[config.mk]
export PLATFORM = sky130hd
export DESIGN_NAME = mch_cell
export DESIGN_NICKNAME = d
export VERILOG_FILES = /design/src/hdl/mch_pkg.sv /design/src/hdl/mch_cell.sv
export SDC_FILE = /design/constraint.sdc
export NUM_CORES = 1
export LEC_CHECK = 0
export ABC_CLOCK_PERIOD_IN_PS = 5700
export BUFFER_PORTS_ARGS = -buffer_cell sky130_fd_sc_hd__buf_4
export CAP_MARGIN = 10
export CORE_ASPECT_RATIO = 1.25
export CORE_MARGIN = 5
export CORE_UTILIZATION = 51
export CTS_CLUSTER_SIZE = 25
export DETAILED_ROUTE_END_ITERATION = 16
export PLACE_DENSITY = 0.78
export SETUP_SLACK_MARGIN = 0.15
export SKIP_LAST_GASP = 1
export SLEW_MARGIN = 20
export SYNTH_ARGS = -nofsm -noshare
export SYNTH_HDL_FRONTEND = slang
export SYNTH_SLANG_ARGS = --single-unit
[constraint.sdc]
create_clock -name clk -period 5.7 [get_ports clk]
set_input_delay 0.285 -clock clk [delete_from_list [all_inputs] [get_ports clk]]
set_output_delay 0.285 -clock clk [all_outputs]
set_load 0.005 [all_outputs]
[src/hdl/mch_pkg.sv]
// Package for the magnetometer calibration and heading block.
// Holds widths, hard-iron offsets, CORDIC constants and the arctangent table.
`default_nettype none
package mch_pkg;
  localparam int CordicStages = 16;
  localparam int CordicCells = CordicStages + 1;
  localparam int ShiftW = $clog2(CordicStages);
  localparam int NumRegs = 6;
  localparam int CfgIdxW = 3;
  localparam int AxisW = 25;
  localparam int CordW = 36;
  localparam int AngW = 26;

  localparam logic signed [AxisW-1:0] OffX = 25'sd14789;
  localparam logic signed [AxisW-1:0] OffY = 25'sd21120;
  localparam logic signed [AxisW-1:0] OffZ = 25'sd27478;
  localparam logic signed [AngW-1:0] Deg180 = 26'sd11796480;
  localparam logic signed [AngW-1:0] Deg360 = 26'sd23592960;
  localparam logic [16:0] FullQ7 = 17'd46080;

  localparam logic [CfgIdxW-1:0] RegXx = 3'd0;
  localparam logic [CfgIdxW-1:0] RegXy = 3'd1;
  localparam logic [CfgIdxW-1:0] RegXz = 3'd2;
  localparam logic [CfgIdxW-1:0] RegYy = 3'd3;
  localparam logic [CfgIdxW-1:0] RegYz = 3'd4;
  localparam logic [CfgIdxW-1:0] RegZz = 3'd5;

  typedef struct packed {
    logic signed [15:0] cx;
    logic signed [15:0] cy;
    logic signed [15:0] cz;
  } axes_t;

  typedef struct packed {
    logic               zero;
    axes_t              cal;
    logic signed [CordW-1:0] x;
    logic signed [CordW-1:0] y;
    logic signed [AngW-1:0]  ang;
  } cord_t;

  function automatic logic signed [AngW-1:0] atan_entry(input int i);
    logic signed [AngW-1:0] r;
    begin
      case (i)
        0: r = 26'sd2949120;  1: r = 26'sd1740967; 2: r = 26'sd919879;
        3: r = 26'sd466945;   4: r = 26'sd234379;  5: r = 26'sd117304;
        6: r = 26'sd58666;    7: r = 26'sd29335;   8: r = 26'sd14668;
        9: r = 26'sd7334;     10: r = 26'sd3667;   11: r = 26'sd1833;
        12: r = 26'sd917;     13: r = 26'sd458;    14: r = 26'sd229;
        15: r = 26'sd115;     16: r = 26'sd57;     17: r = 26'sd29;
        18: r = 26'sd14;      19: r = 26'sd7;      20: r = 26'sd4;
        21: r = 26'sd2;       22: r = 26'sd1;      default: r = '0;
      endcase
      return r;
    end
  endfunction
endpackage
`default_nettype wire

[src/hdl/mch_cell.sv]
// One vectoring CORDIC cell: a micro-rotation and a register stage.
// Depends on mch_pkg; the shift and the arctangent step are tied to constants.
`default_nettype none
module mch_cell import mch_pkg::*; (
  input  wire logic                   clk,
  input  wire logic                   en,
  input  wire logic [ShiftW-1:0]      shamt,
  input  wire logic signed [AngW-1:0] rot_ang,
  input  wire cord_t                  d,
  output cord_t                       q
);
  logic signed [CordW-1:0] xs, ys;
  cord_t n;
  assign xs = d.x >>> shamt;
  assign ys = d.y >>> shamt;
  always_comb begin
    n = d;
    if (!d.y[CordW-1]) begin
      n.x = d.x + ys;
      n.y = d.y - xs;
      n.ang = d.ang + rot_ang;
    end else begin
      n.x = d.x - ys;
      n.y = d.y + xs;
      n.ang = d.ang - rot_ang;
    end
  end
  always_ff @(posedge clk) begin
    if (en) q <= n;
  end
endmodule
`default_nettype wire

# ---- Word-level counts from Yosys, hierarchy flattened
# Index checks and enable logic that the tools add are counted.
dict set report word_totals {
  out_inout_bits 147
  register_bits 147
  inputBits 179
  wordCells 16
}
dict set report classes {
  add_sub_neg 6
  shift 2
  mux 1
}
# operator n
set op_table {}
lappend op_table {{98-bit 2-to-1 mux} 1}
lappend op_table {{36-bit adder} 2}
lappend op_table {{36-bit by 4-bit >>> shifter with 36-bit output} 2}
lappend op_table {{36-bit subtractor} 2}
lappend op_table {{26-bit adder} 1}
lappend op_table {{26-bit subtractor} 1}

# ---- Longest topological paths before layout
# Gate-level depths: netlist of the first run.
dict set report logic_depth {
  word_depth 3
  ltp_mapped 28
  mapped_depth_nobuf 22
}

# ---- Worst setup path after synthesis of the first run
# No wires, ideal clock.
dict set report synth_timing {
  path_type {input port to flip-flop}
  start {in shamt[2]}
  end {reg q[61] (netlist name) (data pin)}
  path_buffers 9
  required_time_ns 5.439
  t_arrival_ns 5.911
  cell_stages 27
  setup_slack_ns -0.472
  setup_ns 0.261
  cell_sequence {buf_2 buf_2 buf_2 buf_2 buf_1 buf_2 buf_1 clkbuf_1 buf_1 nand2_1 o21ai_0 ha_1 a21boi_0 and3_1 and2_1 a31oi_1 xnor2_1 ha_1 a21o_1 a21o_1 a2111oi_0 o21bai_1 a21oi_1 o221ai_1 o41ai_1 o21ai_0 xnor2_1}
}
# item line_no
set synth_rtl {}
lappend synth_rtl {{start, declared} mch_cell.sv:7} ;# input wire logic [ShiftW-1:0] shamt,
lappend synth_rtl {{end signal, assigned} mch_cell.sv:29} ;# if (en) q <= n;
lappend synth_rtl {{end, declared} mch_cell.sv:10} ;# output cord_t q

==> impl_metrics.toml, run 1 <==
[sta]
min_period_over_period_pct = 91.2
finalMaxSlewViolations = 0
fmax_mhz = 192
finalHoldViolations = 0
worstMarginPinSlew_ns = 0.911
max_slew_margin_pct = 39.3
setup_viol_count_final = 0
fin_crit_ns = 5.20
final.setup.tns_ns = 0
setup_slack_ns = 0.502
rsz0062_at_grt = "false"

[placed_design]
preCtsSetupSlack_ns = 0.0829
placedCellCount = 2295
io_buffers = 325
dp_hpwl_um = 37100
place.gp.congestion = 0.962

[drt]
routedLengthMet1_um = 17200
vias_per_cell = 6.08
met2_length_um = 23200
drc = 0
routed.top_layer = "met4"
vias = 14158
dr_wl_met3_um = 4240
wirelength_um = 47100
antenna_left = 0
wl_per_cell_um = 20.2
dr.pass1.iters = 7
drt_iter0_markers = 1245

[floorplan]
start_util_pct = 51.3
top_level_ports = 326
core.rowCount = 71
dieArea_um2 = 33700
die_w_um = 165
die_h_um = 204
coreArea_um2 = 29900

[setup_path]
cp.arrival_ns = 5.38
worstPathRequired_ns = 5.88
critPathLaunchType = "input port"
critPathKind = "input port to flop"
crit_fanout = 17
end_kind = "flop"

[cts]
numCtsBuffers = 17
clkTransAtPathRegs_ns = 0.07
cts_buffer_depth = 2
clockRootBuffer = "clkbuf_16"
cts_tree = "yes"
cts_sinks = 147
htreeDepth = 4

[logic_synthesis]
ys_types = 84
synth_fp_nets = 1890
synth-edff-count = 147
yosysTopAreaCell = "edfxtp_1"
synth_seq_area_share_pct = 28.7
synth-seq-cells = 147
synth_cells = 1609
ys.flop_type = "edfxtp_1"
synth_area_leaders = "edfxtp_1 29%, mux4_2 11%, ha_1 8.1%"
syn-cell-area_um2 = 15400
ys_warn_count = 0
async_flop_share_pct = 0
synth_top_area_share_pct = 28.7
syn_area_per_cell_um2 = 9.55

[hold_path]
hold_end = "q[115]$_DFFE_PP_"
worstHoldPathCells = 1
hold_path_class = "input port to flop"
hold_start = "d[115]"

[finish]
nNetsFinal = 2194
reg_top3 = "q: 147 flops"
largest_register_ffs = 147
top_register = "q"
drive_gt1_share_pct = 26.7
final_common_cell = "buf_4"
final_cell_mix = "353 x buf_4, 165 x nand2_1, 147 x edfxtp_1"
syn_to_final_growth_pct = 22.2
finalNonFillerCells = 2327
n_fill_cell = 2474
antennaDiodeCount = 0

[power]
power_leakage_uw = 0.00798
ir_drop_v = 0.000207
p_per_area_nw_per_um2 = 264
total_power_uw = 4960

[global_routing]
grt_pass1_vias = 13812
antenna_found_initial = 0
grt_usage_pct = 27.0
grt_pass1_wl_um = 72300
grt_overflow = 0
grt_max_degree = 97

[run]
drv_cap = 0

[outcome]
status = "finished clean"
-- Yosys cell counts, drive strengths merged (5+ instances only) --
cell     instances
edfxtp         147
o21a            13
a21boi           9
a221oi           6
clkbuf          26
buf             46
nor3b            5
ha              99
mux4            78
a2111oi          8
nand3b           6
a21o            43
nand4            9
a211oi          23
nor3            31
o21bai          12
a21oi          143
o211ai           7
nor2           145
mux2            27
mux2i           50
nor2b           22
inv             46
nand2          165
a31oi           22
xor2            47
o22ai            6
nor4             5
or2              8
xnor2          116
a22oi            5
nand2b          22
and3            22
nand3           29
a221o            6
o21ai           82
o31ai            6
and2            10
-- timing repair --
item | CTS | global route
setup endpoints to repair | 0 | 3
hold buffers | 0 | 0
buffers inserted | 0 | 0
gates resized for setup | 0 | 2
-- logic make-up after synthesis --
group | count (synthesis) | share of synthesized area (%)
fa+ha+maj | 102 | 8.45
xor+xnor | 163 | 9.34
buf+inv | 118 | 3.66
flops | 147 | 28.7
simple gates | 499 | 15.4
mux | 155 | 16.8
compound gates | 425 | 17.6
-- critical path, stage by stage --
cell and delay [ns]:
buf_4 0.23, buf_4 0.23, mux2_2 0.36, mux2i_1 0.23, nand4_1 0.19, a2111oi_2 0.49, nand2_1 0.14, a2111oi_0 0.49
nor2_1 0.10, xor2_1 0.18, ha_1 0.36, a21o_1 0.20, a221o_1 0.33, nor4_1 0.35, a21oi_1 0.18, o2111ai_1 0.33
nand4_1 0.16, a31oi_1 0.28, o21ai_0 0.14, xnor2_1 0.13
-- where the power goes --
part / internal (uW) / switching, uW
combinational: 1070 / 1180
sequential: 1500 / 59.7
clock: 660 / 490
-- final cells by class --
type / count / area, um^2 / share of cell area, %
Clock buffer: 18 / 429 / 2.28
Multi-Input combinational cell: 1344 / 10400 / 55.4
Timing Repair Buffer: 357 / 2700 / 14.4
Clock inverter: 14 / 165 / 0.879
Inverter: 46 / 173 / 0.919
Tap cell: 401 / 502 / 2.67
Sequential cell: 147 / 4410 / 23.5
-- per-stage QoR --
stage / hold slack (ns) / instance area (um^2) / utilization [%]
4_1_cts: 0.0118 / 18800 / 62.7
6_report: 0.0319 / 18800 / 62.7
3_5_place_dp: 0.465 / 18200 / 60.7
5_1_grt: 0.00322 / 18800 / 62.7
2_1_floorplan: 0.384 / 15400 / -
3_3_place_gp: 0.463 / 18200 / 60.7
-- metal layers --
metal / vias up / global-route usage (%)
met4: 0 / 13.6
met5: - / 0
met1: 6642 / 32.0
met2: 703 / 46.9
met3: 121 / 4.48
li1: 6692 / -
-- how the worst max path moves through the flow --
stage                  start         endpoint  slack (ns)
floorplan           shamt[0]  q[61]$_DFFE_PP_        0.15
global placement    shamt[1]  q[96]$_DFFE_PP_        0.21
detailed placement  shamt[1]  q[96]$_DFFE_PP_        0.08
CTS                 shamt[1]  q[96]$_DFFE_PP_        0.51
global route        shamt[3]  q[96]$_DFFE_PP_        0.15
finish              shamt[3]  q[96]$_DFFE_PP_        0.50
(Power assumes the default switching activity.)
==> run 2, diff against run 1 <==
--- a/config.mk
+++ b/config.mk
@@ -5,15 +5,16 @@
 export SDC_FILE = /design/constraint.sdc
 export NUM_CORES = 1
 export LEC_CHECK = 0
+export ABC_AREA = 1
 export ABC_CLOCK_PERIOD_IN_PS = 5700
 export BUFFER_PORTS_ARGS = -buffer_cell sky130_fd_sc_hd__buf_4
 export CAP_MARGIN = 10
 export CORE_ASPECT_RATIO = 1.25
 export CORE_MARGIN = 5
-export CORE_UTILIZATION = 51
+export CORE_UTILIZATION = 52
 export CTS_CLUSTER_SIZE = 25
 export DETAILED_ROUTE_END_ITERATION = 16
-export PLACE_DENSITY = 0.78
+export PLACE_DENSITY = 0.79
 export SETUP_SLACK_MARGIN = 0.15
 export SKIP_LAST_GASP = 1
 export SLEW_MARGIN = 20
==> run 2 against run 1 <==
  * Worst setup slack improved by 0.34 ns
  * Combinational power up 3%
  * Routed wire length increased by 23%
  * First-iteration DRC count is 51% higher
  * Count of clock-buffer cells in the layout decreased by 1
  * Worst hold slack worse by 0.019 ns
  * Core utilization rose by 0.63 points
  * Highest routed layer is now met5
==> impl_metrics.toml, run 2 <==
[outcome]
status = "finished clean"

[global_routing]
grt_pass1_vias = 16260
antenna_found_initial = 5
grt_usage_pct = 33.0
grt_max_degree = 98
grt_overflow = 0
grt_pass1_wl_um = 87300

[drt]
wirelength_um = 57900
drc = 0
vias_per_cell = 5.73
antenna_left = 0
drt_iter0_markers = 1876
wl_per_cell_um = 19.0
dr.pass1.iters = 6
vias = 17422

[logic_synthesis]
synth_commonest_cells = "699 x nand2_1, 424 x nand3_1, 188 x inv_1"
syn_area_per_cell_um2 = 6.74
synth_fp_nets = 2615
synth_seq_area_share_pct = 28.1
yosysTopAreaCell = "edfxtp_1"
syn-cell-area_um2 = 15700
synth_top_area_share_pct = 28.1
synth_cells = 2334
synth-seq-cells = 147
ys.flop_type = "edfxtp_1"
synth_area_leaders = "edfxtp_1 28%, nand2_1 17%, nand3_1 13%"
async_flop_share_pct = 0
yosysMostFrequentCell = "nand2_1"
ys_warn_count = 0
synth-edff-count = 147
ys_types = 44

[setup_path]
crit_fanout = 68
critPathLaunchType = "input port"
critPathKind = "input port to flop"
worstPathRequired_ns = 5.91
cp_slowest_stage_delay_ns = 0.66
end_kind = "flop"
crit_path_top_delay_cell = "nor4_1"
crit_family = "simple AND/OR/NAND/NOR gates"
path_depth = 28
critPathBufInv = 7
cp.arrival_ns = 5.07
crit_top_cell = "nand2_1"
setup.worst_path.start = "shamt[1]"

[cts]
cts_sinks = 147
cts_hold_buf = 0
numCtsBuffers = 17
cts_buffer_depth = 2
clkTransAtPathRegs_ns = 0.07
ctsResizeCount = 0
htreeDepth = 4
post_cts_buffers = 0
clockRootBuffer = "clkbuf_16"
cts_tree = "yes"

[placed_design]
placedCellCount = 3007
dp_hpwl_um = 46900
io_buffers = 325
place.gp.congestion = 1.00
preCtsSetupSlack_ns = 0.546

[floorplan]
start_util_pct = 52.4
top_level_ports = 326
core.rowCount = 71
die_w_um = 166
dieArea_um2 = 33800
coreArea_um2 = 30000
die_h_um = 204

[sta]
finalMaxSlewViolations = 0
final.setup.tns_ns = 0
min_period_over_period_pct = 85.3
worstMarginPinSlew_ns = 1.02
fmax_mhz = 206
finalHoldViolations = 0
setup_viol_count_final = 0
setup_slack_ns = 0.839
rsz0062_at_grt = "false"
max_slew_margin_pct = 31.7
fin_crit_ns = 4.86

[power]
ir_drop_v = 0.000176
power_leakage_uw = 0.00908
total_power_uw = 5020
p_per_area_nw_per_um2 = 264

[run]
drv_cap = 0

[finish]
drive_gt1_share_pct = 16.1
n_fill_cell = 2811
final_common_cell = "nand2_1"
largest_register_ffs = 147
final_cell_mix = "699 x nand2_1, 424 x nand3_1, 341 x buf_4"
nNetsFinal = 2906
finalNonFillerCells = 3042
syn_to_final_growth_pct = 21.0
reg_top3 = "q: 147 flops"
top_register = "q"

[hold_path]
hold_start = "d[139]"
hold_end = "q[139]$_DFFE_PP_"
worstHoldPathCells = 1
hold_path_class = "input port to flop"
run 2: cell count changes after synthesis, moves of 50 or more:
cell,before,now
xnor2_1,115,57
nand3_1,28,424
mux2i_1,50,0
xor2_1,47,97
mux4_2,73,0
nand2_1,165,699
inv_1,44,188
run 2: stage by stage:
| step | utilization (%) | hold slack, ns | cell area [um^2] |
|---|---|---|---|
| 6_report | 63.4 | 0.0133 | 19000 |
| 4_1_cts | 63.4 | 0.00883 | 19000 |
| 3_3_place_gp | 61.5 | 0.463 | 18500 |
| 3_5_place_dp | 61.5 | 0.465 | 18500 |
| 2_1_floorplan | - | 0.384 | 15700 |
| 5_1_grt | 63.4 | 0.000170 | 19000 |
run 2: kinds of logic after synthesis:
| kind of cell | after synthesis | synth area share, % |
|---|---|---|
| DFF | 147 | 28.1 |
| AOI/OAI and AO/OA | 276 | 10.2 |
| buffers and inverters | 268 | 7.06 |
| adders and majority gates | 102 | 8.26 |
| and+or+nand+nor | 1387 | 37.9 |
| xor gates and xnor gates | 154 | 8.58 |
run 2: cell type report:
type / count / area (um^2) / area share (%)
antenna: 3 / 7.51 / 0.0395
multi-input combinational: 1919 / 10200 / 53.6
clock inverter: 15 / 145 / 0.763
tap: 401 / 502 / 2.64
inverter: 197 / 743 / 3.91
sequential: 147 / 4410 / 23.2
timing repair buffer: 343 / 2590 / 13.6
clock buffer: 17 / 425 / 2.24
run 2: worst max-delay path by stage:
stage	endpoint	slack (ns)
after detailed placement	q[61]$_DFFE_PP_	0.55
after global placement	q[61]$_DFFE_PP_	0.44
after floorplan	q[86]$_DFFE_PP_	2.03
after global routing	q[61]$_DFFE_PP_	0.48
final	q[61]$_DFFE_PP_	0.84
after CTS	q[61]$_DFFE_PP_	1.0
run 2: routing by layer:
layer | global-route usage (%) | wire, um | vias to the layer above
met1 | 40.5 | 22100 | 7840
met4 | 16.7 | 3420 | 4
met2 | 55.5 | 27200 | 938
met3 | 5.55 | 5180 | 154
li1 | - | - | 8486
met5 | 0 | 20 | -
run 2: report_power, final:
| group | switching, uW | leakage, uW | internal, uW | total [uW] |
|---|---|---|---|---|
| Combinational | 1380 | 0.00736 | 930 | 2310 |
| Sequential | 68.5 | 0.00144 | 1500 | 1570 |
| Clock | 532 | 0.000279 | 613 | 1150 |
==> run 3, diff against run 2 <==
--- a/config.mk
+++ b/config.mk
@@ -14,7 +14,8 @@
 export CORE_UTILIZATION = 52
 export CTS_CLUSTER_SIZE = 25
 export DETAILED_ROUTE_END_ITERATION = 16
-export PLACE_DENSITY = 0.79
+export GPL_ROUTABILITY_DRIVEN = 0
+export PLACE_DENSITY = 0.78
 export SETUP_SLACK_MARGIN = 0.15
 export SKIP_LAST_GASP = 1
 export SLEW_MARGIN = 20
==> run 3 against run 2 <==
  * Sequential share of layout area barely moved
  * Final area barely moved
  * Critical path depth rose by 1
  * Total power fell by 0.57%
  * Global-route usage fell by 2.3 points
==> impl_metrics.toml, run 3 (synthesis gave the netlist of run 2 again) <==
[global_routing]
grt_usage_pct = 30.7
grt_overflow = 0
top_usage_layer = "met2"
grtUsageMet3_pct = 5.06
grt_pass1_vias = 16183
antenna_found_initial = 4
grt_use_met2_pct = 49.9
grt_max_degree = 86
grt_pass1_wl_um = 82100
use_met1_pct = 35.7

[sta]
fmax_mhz = 200
final.setup.tns_ns = 0
finalMaxSlewViolations = 0
min_period_over_period_pct = 87.7
setup_viol_count_final = 0
rsz0062_at_grt = "false"
finalHoldViolations = 0
max_slew_margin_pct = 35.7
fin_crit_ns = 5.00
setup_slack_ns = 0.701
worstMarginPinSlew_ns = 0.964

[hold_path]
hold_start = "d[99]"
hold_end = "q[99]$_DFFE_PP_"
hold_path_class = "input port to flop"
worstHoldPathCells = 1

[power]
ir_drop_v = 0.000169
power_leakage_uw = 0.00906
p_per_area_nw_per_um2 = 263

[setup_path]
cp.arrival_ns = 5.21
end_kind = "flop"
crit_fanout = 71
crit_top_cell = "nand2_1"
critPathBufInv = 7
crit_path_top_delay_cell = "nor4_1"
critPathKind = "input port to flop"
crit_family = "simple AND/OR/NAND/NOR gates"
cp_slowest_stage_delay_ns = 0.58
critPathLaunchType = "input port"
worstPathRequired_ns = 5.91

[placed_design]
dp_hpwl_um = 43400
io_buffers = 325
placedCellCount = 2997
preCtsSetupSlack_ns = 0.501

[drt]
antenna_left = 0
vias = 17538
drc = 0
dr.pass1.iters = 7
wl_per_cell_um = 17.8
drt_iter0_markers = 2079
wirelength_um = 54100
vias_per_cell = 5.77

[cts]
clkTransAtPathRegs_ns = 0.08
cts_sinks = 147
post_cts_buffers = 0
cts_buffer_depth = 2
cts_tree = "yes"
htreeDepth = 4
numCtsBuffers = 17
clockRootBuffer = "clkbuf_16"

[finish]
nNetsFinal = 2900
post-route-util_pct = 63.3
reg_top3 = "q: 147 flops"
largest_register_ffs = 147
n_fill_cell = 2754
finalNonFillerCells = 3037
drive_gt1_share_pct = 15.8
final_common_cell = "nand2_1"
final_cell_mix = "699 x nand2_1, 424 x nand3_1, 331 x buf_4"
top_register = "q"
syn_to_final_growth_pct = 20.9

[floorplan]
core.rowCount = 71
die_w_um = 166
die_h_um = 204
start_util_pct = 52.4
coreArea_um2 = 30000
top_level_ports = 326
dieArea_um2 = 33800

[outcome]
status = "finished clean"

[run]
drv_cap = 0
run 3: changes by cell type in the layout (fill, tap and decap cells not counted):
cell           before  now
buf_4             341  331
clkinv_1            3    2
clkinv_2            2    1
clkinv_4            3    1
clkinv_8            0    1
clkinvlp_4          1    2
diode_2             3    4
dlygate4sd3_1       0    4
inv_8               3    5
run 3: worst max path at each step:
stage	to	slack, ns	cells past startpoint	from
3_3_place_gp	q[61]$_DFFE_PP_	0.57	29	shamt[0]
2_1_floorplan	q[86]$_DFFE_PP_	2.03	26	shamt[0]
6_report	q[61]$_DFFE_PP_	0.70	29	shamt[0]
3_5_place_dp	q[61]$_DFFE_PP_	0.50	29	shamt[0]
5_1_grt	q[95]$_DFFE_PP_	0.38	27	shamt[0]
4_1_cts	q[61]$_DFFE_PP_	0.97	29	shamt[0]
run 3: per-layer routing:
metal	up-vias	part of all wire (%)	routed length (um)
li1	8478	-	-
met1	7827	36	19700
met2	1011	46	24700
met3	220	9.1	4930
met4	2	8.7	4720
met5	-	0.026	14
run 3: where the power goes:
part           internal, uW  switching, uW  leakage [uW]
combinational           926           1350       0.00733
sequential             1500           61.2       0.00144
clock                   623            534      0.000285
run 3: cell type report:
type	count	area [um^2]	area share (%)
multi-input cells	1919	10200	53.6
flip-flops and latches	147	4410	23.2
repair buffers	337	2560	13.4
inverters	197	743	3.91
well taps	401	502	2.64
clock buffers	17	425	2.24
clock inverters	15	165	0.868
diodes	4	10.0	0.0526
run 3: metrics by stage:
stage / instance area [um^2] / hold WS (ns) / power (uW)
floorplan: 15700 / 0.384 / 2960
global placement: 18400 / 0.463 / 3780
detailed placement: 18400 / 0.464 / 3820
CTS: 19000 / 0.000249 / 4980
global route: 19000 / 0.00102 / 5310
finish: 19000 / 0.0129 / 4990
run 3: timing repair:
action | CTS | global route
hold buffers | 2 | 2
hold endpoints to repair | 2 | 2
resized for setup | 0 | 0
